$ cat config.mk
export PLATFORM = sky130hd
export DESIGN_NAME = fbfl_walker
export DESIGN_NICKNAME = d
export VERILOG_FILES = /design/src/rtl/fbfl_pkg.sv /design/src/rtl/fbfl_walker.sv
export SDC_FILE = /design/constraint.sdc
export NUM_CORES = 1
export LEC_CHECK = 0
export BUFFER_PORTS_ARGS = -buffer_cell sky130_fd_sc_hd__buf_2
export CELL_PAD_IN_SITES_DETAIL_PLACEMENT = 0
export CELL_PAD_IN_SITES_GLOBAL_PLACEMENT = 1
export CORE_UTILIZATION = 37
export DETAILED_ROUTE_END_ITERATION = 6
export PLACE_DENSITY_LB_ADDON = 0.1
export REMOVE_ABC_BUFFERS = 1
export SLEW_MARGIN = 30
export SYNTH_ARGS = -nofsm -noshare
export SYNTH_HDL_FRONTEND = slang
export SYNTH_SLANG_ARGS = --single-unit
$ cat constraint.sdc
create_clock -name clk_i -period 4.75 [get_ports clk_i]
set_input_delay 0.2375 -clock clk_i [delete_from_list [all_inputs] [get_ports clk_i]]
set_output_delay 0.2375 -clock clk_i [all_outputs]
set_load 0.005 [all_outputs]
$ cat src/rtl/fbfl_pkg.sv
// shared types and constants for the fixed block free list
`timescale 1ns / 1ps
`default_nettype none

package fbfl_pkg;

  localparam int IdxW    = 10;
  localparam int CntW    = 11;
  localparam int IdxSpan = 1024;

  localparam logic [1:0] CMD_GET  = 2'd0;
  localparam logic [1:0] CMD_PUT  = 2'd1;
  localparam logic [1:0] CMD_INIT = 2'd2;

  localparam logic [1:0] ST_OK    = 2'd0;
  localparam logic [1:0] ST_EMPTY = 2'd1;
  localparam logic [1:0] ST_RANGE = 2'd2;

  typedef struct packed {
    logic            valid;
    logic [IdxW-1:0] idx;
  } link_t;

  typedef struct packed {
    logic clr;
    logic step;
  } walk_ctl_t;

endpackage

`default_nettype wire

$ cat src/rtl/fbfl_walker.sv
// init walker: node counter with shared increment and end compare
`timescale 1ns / 1ps
`default_nettype none

module fbfl_walker (
  input  wire logic                       clk_i,
  input  wire logic                       rst_ni,
  input  wire fbfl_pkg::walk_ctl_t        ctl_i,
  input  wire logic [fbfl_pkg::CntW-1:0]  cnt_i,
  output logic [fbfl_pkg::IdxW-1:0]       idx_o,
  output logic [fbfl_pkg::CntW-1:0]       next_o,
  output logic                            last_o
);
  import fbfl_pkg::*;

  logic [IdxW-1:0] ctr_q, ctr_d;
  logic [CntW-1:0] next;

  assign next = {1'b0, ctr_q} + CntW'(1);

  always_comb begin
    ctr_d = ctr_q;
    if (ctl_i.clr) begin
      ctr_d = '0;
    end else if (ctl_i.step) begin
      ctr_d = next[IdxW-1:0];
    end
  end

  always_ff @(posedge clk_i or negedge rst_ni) begin
    if (!rst_ni) begin
      ctr_q <= '0;
    end else begin
      ctr_q <= ctr_d;
    end
  end

  assign idx_o  = ctr_q;
  assign next_o = next;
  assign last_o = (next == cnt_i);

endmodule

`default_nettype wire

==> impl_metrics.ini, run 1 <==
[sta]
final-hold-violation-count = 0
skew_ns = 0.00342
rsz0062_at_grt = no
period_needed_ns = 2.52
drv_slew = 0
fin_hold_ws_ns = 0.271
tns_ns = 0
tightest_slew_ns = 0.474
relSlewSlack_pct = 68.4
clock.fmax_mhz = 396
setup_violations = 0
fin_crit_sh_pct = 53.1

[layout]
area_delta_synth_final_pct = 24.5
fin_area_um2 = 1150
fin_nets = 153
largest_reg_flops = 10
fill_cells = 233
drive_above_1_share_pct = 37.5
antenna_cells = 0

[clocking]
cts_buffers = 3
cts_buffer_depth = 2
post_cts_buffers = 0
cts_tree = done
cts_max_level = 1
ctsRootBufferMaster = clkbuf_4
clkSinkCount = 10
clk_pin_slew_ns = 0.07
cts_resized = 0
clock_latency_ns = 0.26

[route]
wirelength_um = 2140
wire_per_inst_um = 13.1
first_pass_iters = 4
vias_per_cell = 5.05
drt_iter0_drc = 7
ant_nets = 0
post-route-drc-count = 0
vias = 829

[synthesis]
synthTopCellsByCount = 13 x xor2_1, 12 x nor2_1, 11 x xnor2_1
synth_top_cell_by_area = dfrtp_1
synthArstFlopShare_pct = 100
ys_seq_area_share_pct = 27.1
synthFlopType = dfrtp_1
synth_top_area_share_pct = 27.1
synthTopCellsByArea = dfrtp_1 27%, xor2_1 12%, xnor2_1 10%
yosysMostFrequentCell = xor2_1
yosys.cell_types.count = 38
synth_seq_cells = 10
synth_edf_count = 0
yosysWarnings = 0
synthCells = 102
syn-cell-area_um2 = 923
syn_avg_cell_area_um2 = 9.05

[grt]
grt_remaining_overflow = 0
first_global_vias = 763
antenna_found_initial = 0
grt_max_degree = 12
grt_pass1_wl_um = 3590
grt.total_usage_pct = 18.0

[worst_setup_path]
end_kind = primary output
cp.arrival_ns = 2.29
cp_slowest_cell = dfrtp_1
cp-startpoint = idx_o[0]
timing.rr.start = idx_o[0]
crit_type = reg2out
critPathMaxFanout = 7
crit_chain = ha_1 > xor2_1 > a211oi_2 > o221ai_1 > a211o_1 > nor4_2 > buf_2
critPathLaunchType = register
crit_path_max_incr_delay_ns = 0.48
cp.required_ns = 4.51

[power]
irDropWorstVdd_mv = 0.141
power.leakage_uw = 0.000561
p_sw_uw = 51.7
seq_power_share_pct = 44.5
finalPower_uw = 204
power_frac_comb_pct = 18.4
p_clk_share_pct = 37.1
powerDensity_nw_per_um2 = 178
switching_share_pct = 25.3
power.internal_uw = 153

[place]
place.gp.congestion = 0.746
port_buffers = 36
placed_cell_area_um2 = 1100
hpwlAfterDp_um = 1640

[flow_run]
maxCapViolations = 0

[floorplan]
initial_core_util_pct = 40.6
num_rows = 17
pin_count = 37
die_area_um2 = 2700
core-area_um2 = 2280
die_width_um = 52.0
die_h_um = 52.0

[min_path]
min_from = ctl_i[1]
hold_class = in2reg

[outcome]
status = complete, no violations
## stage by stage
step / util, % / setup slack [ns] / cells
after global placement: 48.5 / 2.52 / 159
after global routing: 50.5 / 1.93 / 164
after detailed placement: 48.5 / 2.50 / 159
after CTS: 50.5 / 2.18 / 164
after floorplan: - / 2.68 / 95
final: 50.5 / 2.23 / 164
## layout make-up
class                           instances  area (um2)  share of cell area, %
Multi-Input combinational cell         83         631                   54.8
Sequential cell                        10         250                   21.8
Timing Repair Buffer                   37         190                   16.5
Clock buffer                            4        36.3                   3.16
Tap cell                               28        35.0                   3.05
Inverter                                2        7.51                  0.653
## what timing repair did
action                                  4_1_cts  5_1_grt
hold buffers                                  1        0
endpoints found under the setup margin        0        0
hold endpoints to repair                     10        0
## cell usage in the layout (no fill, tap or decap), types with 2 or more instances in the layout
master,Yosys,layout
nand4_1,2,2
and3_1,2,2
inv_1,2,2
o21ai_0,2,2
buf_2,4,36
nor3_1,3,3
nor2_1,12,12
dfrtp_1,10,10
or3_2,2,2
nand2_1,6,6
xnor2_1,11,11
xor2_1,13,13
mux2i_1,2,2
o221ai_1,2,2
clkbuf_4,0,3
a21oi_1,3,3
nand3_1,3,3
## final timing paths
path,endpoint,slack (ns),depth (start not counted)
setup / recovery,last_o,2.23,7
hold / removal,idx_o[0],0.27,2
setup reg to reg,idx_o[8],2.95,6
hold reg to reg,idx_o[9],0.65,2
max in group asynchronous,idx_o[6],4.20,2
min in group asynchronous,idx_o[1],0.35,2
## power by group through the flow
stage                     Clock, uW  Combinational [uW]  Sequential [uW]
after global routing           84.4                42.4             91.2
after floorplan                   0                19.0             92.2
after global placement            0                37.6             92.2
final                          75.8                37.6             90.8
after detailed placement          0                37.5             92.6
after CTS                      80.6                38.3             90.9
## critical path, delay by kind of cell, from the launching register on
family                   cells  cell delay, ns
flip-flops                   1            0.48
adder cells (fa/ha/maj)      1            0.37
AND/OR/NAND/NOR              1            0.25
AO/OA/AOI/OAI                3            0.59
buffers and inverters        1            0.15
XOR/XNOR                     1            0.18
## logic make-up after synthesis
| group | synth area share (%) |
|---|---|
| xor gates and xnor gates | 25.6 |
| DFF | 27.1 |
| and+or+nand+nor | 26.8 |
| muxes | 2.17 |
| AOI/OAI and AO/OA | 12.3 |
| buffers and inverters | 4.61 |
| adders and majority gates | 1.35 |
## metal layers
| layer | up-vias | GRT usage, % | routed length, um |
|---|---|---|---|
| met3 | 2 | 0.877 | 80 |
| met4 | 0 | 9.46 | 8 |
| met5 | - | 0 | 0 |
| met1 | 385 | 25.3 | 1080 |
| met2 | 19 | 27.6 | 972 |
| li1 | 423 | - | - |
Note: power is estimated with default switching activity, not from simulation.
==> inputs of run 2 (changes only) <==
--- a/config.mk
+++ b/config.mk
@@ -5,10 +5,11 @@
 export SDC_FILE = /design/constraint.sdc
 export NUM_CORES = 1
 export LEC_CHECK = 0
+export ABC_AREA = 1
 export BUFFER_PORTS_ARGS = -buffer_cell sky130_fd_sc_hd__buf_2
 export CELL_PAD_IN_SITES_DETAIL_PLACEMENT = 0
 export CELL_PAD_IN_SITES_GLOBAL_PLACEMENT = 1
-export CORE_UTILIZATION = 37
+export CORE_UTILIZATION = 27
 export DETAILED_ROUTE_END_ITERATION = 6
 export PLACE_DENSITY_LB_ADDON = 0.1
 export REMOVE_ABC_BUFFERS = 1
==> constraint.sdc (replaced) <==
create_clock -name clk_i -period 2.1 [get_ports clk_i]
set_input_delay 0.105 -clock clk_i [delete_from_list [all_inputs] [get_ports clk_i]]
set_output_delay 0.105 -clock clk_i [all_outputs]
set_load 0.005 [all_outputs]
==> run 2 against run 1 <==
The run now ends with DRC left; worst setup slack lost 2.1 ns; sequential power grew 120%; non-clock buffer count grew 1; clock skew grew 0.010 ns; routed wire length grew 9.6%; flip-flop and latch count is the same; cell count grew 27%; synthesized area shrank 10%; clock power grew 140%; critical path type unchanged; critical endpoint unchanged; highest routed layer unchanged.
==> impl_metrics.ini, run 2 <==
[outcome]
status = complete, but fails checks
violations = DRC

[clocking]
cts_buffer_depth = 2
cts_max_level = 1
cts_buffers = 3
clkSinkCount = 10
cts_tree = done
clock_latency_ns = 0.28
clk_pin_slew_ns = 0.07
ctsRootBufferMaster = clkbuf_4

[route]
vias = 974
first_pass_iters = 6
wirelength_um = 2350
post-route-drc-count = 4
vias_per_cell = 4.68
drt_iter0_drc = 22
wire_per_inst_um = 11.3
ant_nets = 0

[layout]
area_delta_synth_final_pct = 36.9
largest_reg_flops = 10
fin_nets = 194
fin_util_pct = 40.0
drive_above_1_share_pct = 32.2
final_cell_count_no_fill = 208
fill_cells = 332
final_cell_mix = 43 x nand2_1, 36 x buf_2, 28 x inv_1, 19 x nand3_1, 9 x dfrtp_1
final_common_cell = nand2_1
regArea_um2 = 251
antenna_cells = 0
multiInputGateArea_um2 = 495

[synthesis]
synth_edf_count = 0
synthTopCellsByCount = 46 x nand2_1, 29 x inv_1, 20 x nand3_1
synth_top_cell_by_area = dfrtp_1
yosysWarnings = 0
syn-cell-area_um2 = 827
synthFlopType = dfrtp_1
synth_top_area_share_pct = 30.3
yosys.cell_types.count = 17
ys_seq_area_share_pct = 30.3
synthArstFlopShare_pct = 100
synthTopCellsByArea = dfrtp_1 30%, nand2_1 21%, inv_1 13%
yosysMostFrequentCell = nand2_1
synth_seq_cells = 10
syn_avg_cell_area_um2 = 6.13
synthCells = 135

[power]
finalPower_uw = 464
irDropWorstVdd_mv = 0.329
power.leakage_uw = 0.000674
powerDensity_nw_per_um2 = 409

[floorplan]
pin_count = 37
num_rows = 19
die_width_um = 57.3
die_area_um2 = 3290
core-area_um2 = 2830
die_h_um = 57.3
initial_core_util_pct = 29.2

[grt]
grt.total_usage_pct = 15.2
first_global_vias = 853
grt_max_degree = 11
grt_remaining_overflow = 0
grt_pass1_wl_um = 3760
antenna_found_initial = 0

[worst_setup_path]
reg2reg_slack_ns = 0.82
reg2reg_depth = 7
crit_type = reg2out
timing.rr.start = idx_o[3]
critPathLaunchType = register
critPathMaxFanout = 6
cp.arrival_ns = 1.82
r2r-end = idx_o[9]
cp-endpoint = last_o
cp-startpoint = idx_o[1]
end_kind = primary output
cp.required_ns = 2.00

[place]
dp.cells = 202
place.gp.congestion = 0.706
port_buffers = 36
hpwlAfterDp_um = 1890
pre_cts_slack_ns = 0.256

[flow_run]
maxCapViolations = 0

[sta]
skew_ns = 0.0136
period_needed_ns = 1.93
clock.fmax_mhz = 519
fin_crit_sh_pct = 91.7
final-hold-violation-count = 0
tightest_slew_ns = 0.380
setup_violations = 0
drv_slew = 0
relSlewSlack_pct = 74.6
setup_ws_ns = 0.175
fin_hold_ws_ns = 0.120

[min_path]
hold_class = in2reg
holdPathStages = 4
-- run 2: per-stage QoR --
stage / TNS (ns) / instance area [um2]
3_5_place_dp: 0 / 1050
6_report: 0 / 1130
2_1_floorplan: 0 / 827
4_1_cts: 0 / 1090
5_1_grt: -0.00207 / 1130
3_3_place_gp: 0 / 1050
-- run 2: cell type report --
| type | count | share of cell area (%) |
|---|---|---|
| clock buffers | 4 | 3.20 |
| inverters | 30 | 9.94 |
| multi-input cells | 95 | 43.8 |
| flip-flops and latches | 10 | 22.2 |
| well taps | 31 | 3.43 |
| repair buffers | 38 | 17.5 |
-- run 2: timing repair --
action,4_1_cts,5_1_grt
endpoints found under the hold margin,10,0
pin swaps,0,1
endpoints found under the setup margin,1,1
hold buffers,1,0
setup buffers,0,1
gates resized for setup,1,8
-- run 2: power by group --
part	internal [uW]	total [uW]	switching [uW]
combinational	36.6	77.7	41.1
sequential	196	202	6.33
clock	105	184	78.2
total	338	464	126
-- run 2: worst min-delay path by stage --
stage | from | slack (ns) | endpoint
after global placement | rst_ni | -0.01 | idx_o[5]
final | ctl_i[1] | 0.12 | idx_o[1]
after global routing | ctl_i[1] | 0.12 | idx_o[1]
after floorplan | rst_ni | -0.19 | idx_o[0]
after CTS | ctl_i[1] | 0.12 | idx_o[1]
after detailed placement | rst_ni | -0.01 | idx_o[5]
-- run 2: cell families (layout without fill, tap and decap cells) --
| logic type | count (synthesis) | after routing | share of synthesized area [%] |
|---|---|---|---|
| AO/OA/AOI/OAI | 11 | 11 | 7.56 |
| buffers and inverters | 30 | 72 | 13.6 |
| flip-flops | 10 | 10 | 30.3 |
| XOR/XNOR | 4 | 4 | 5.14 |
| adder cells (fa/ha/maj) | 1 | 1 | 1.51 |
| AND/OR/NAND/NOR | 79 | 79 | 41.9 |
-- run 2: worst max-delay path: stages (launching register included) --
cell and delay (ns):
dfrtp_1 0.45, ha_4 0.19, nand2_2 0.14, inv_2 0.08, nand3_2 0.08, nand2_2 0.07, nand2_1 0.06, nand3_1 0.08
nor2_2 0.14, nand3_1 0.08, nor2_1 0.08, buf_2 0.11
-- run 2: metal layers --
layer | global-route usage (%) | vias to the layer above | share of wire [%]
li1 | - | 506 | -
met3 | 4.76 | 2 | 5.5
met5 | 0 | - | 0
met2 | 24.6 | 27 | 49
met1 | 20.4 | 439 | 45
met4 | 2.09 | 0 | 0.26
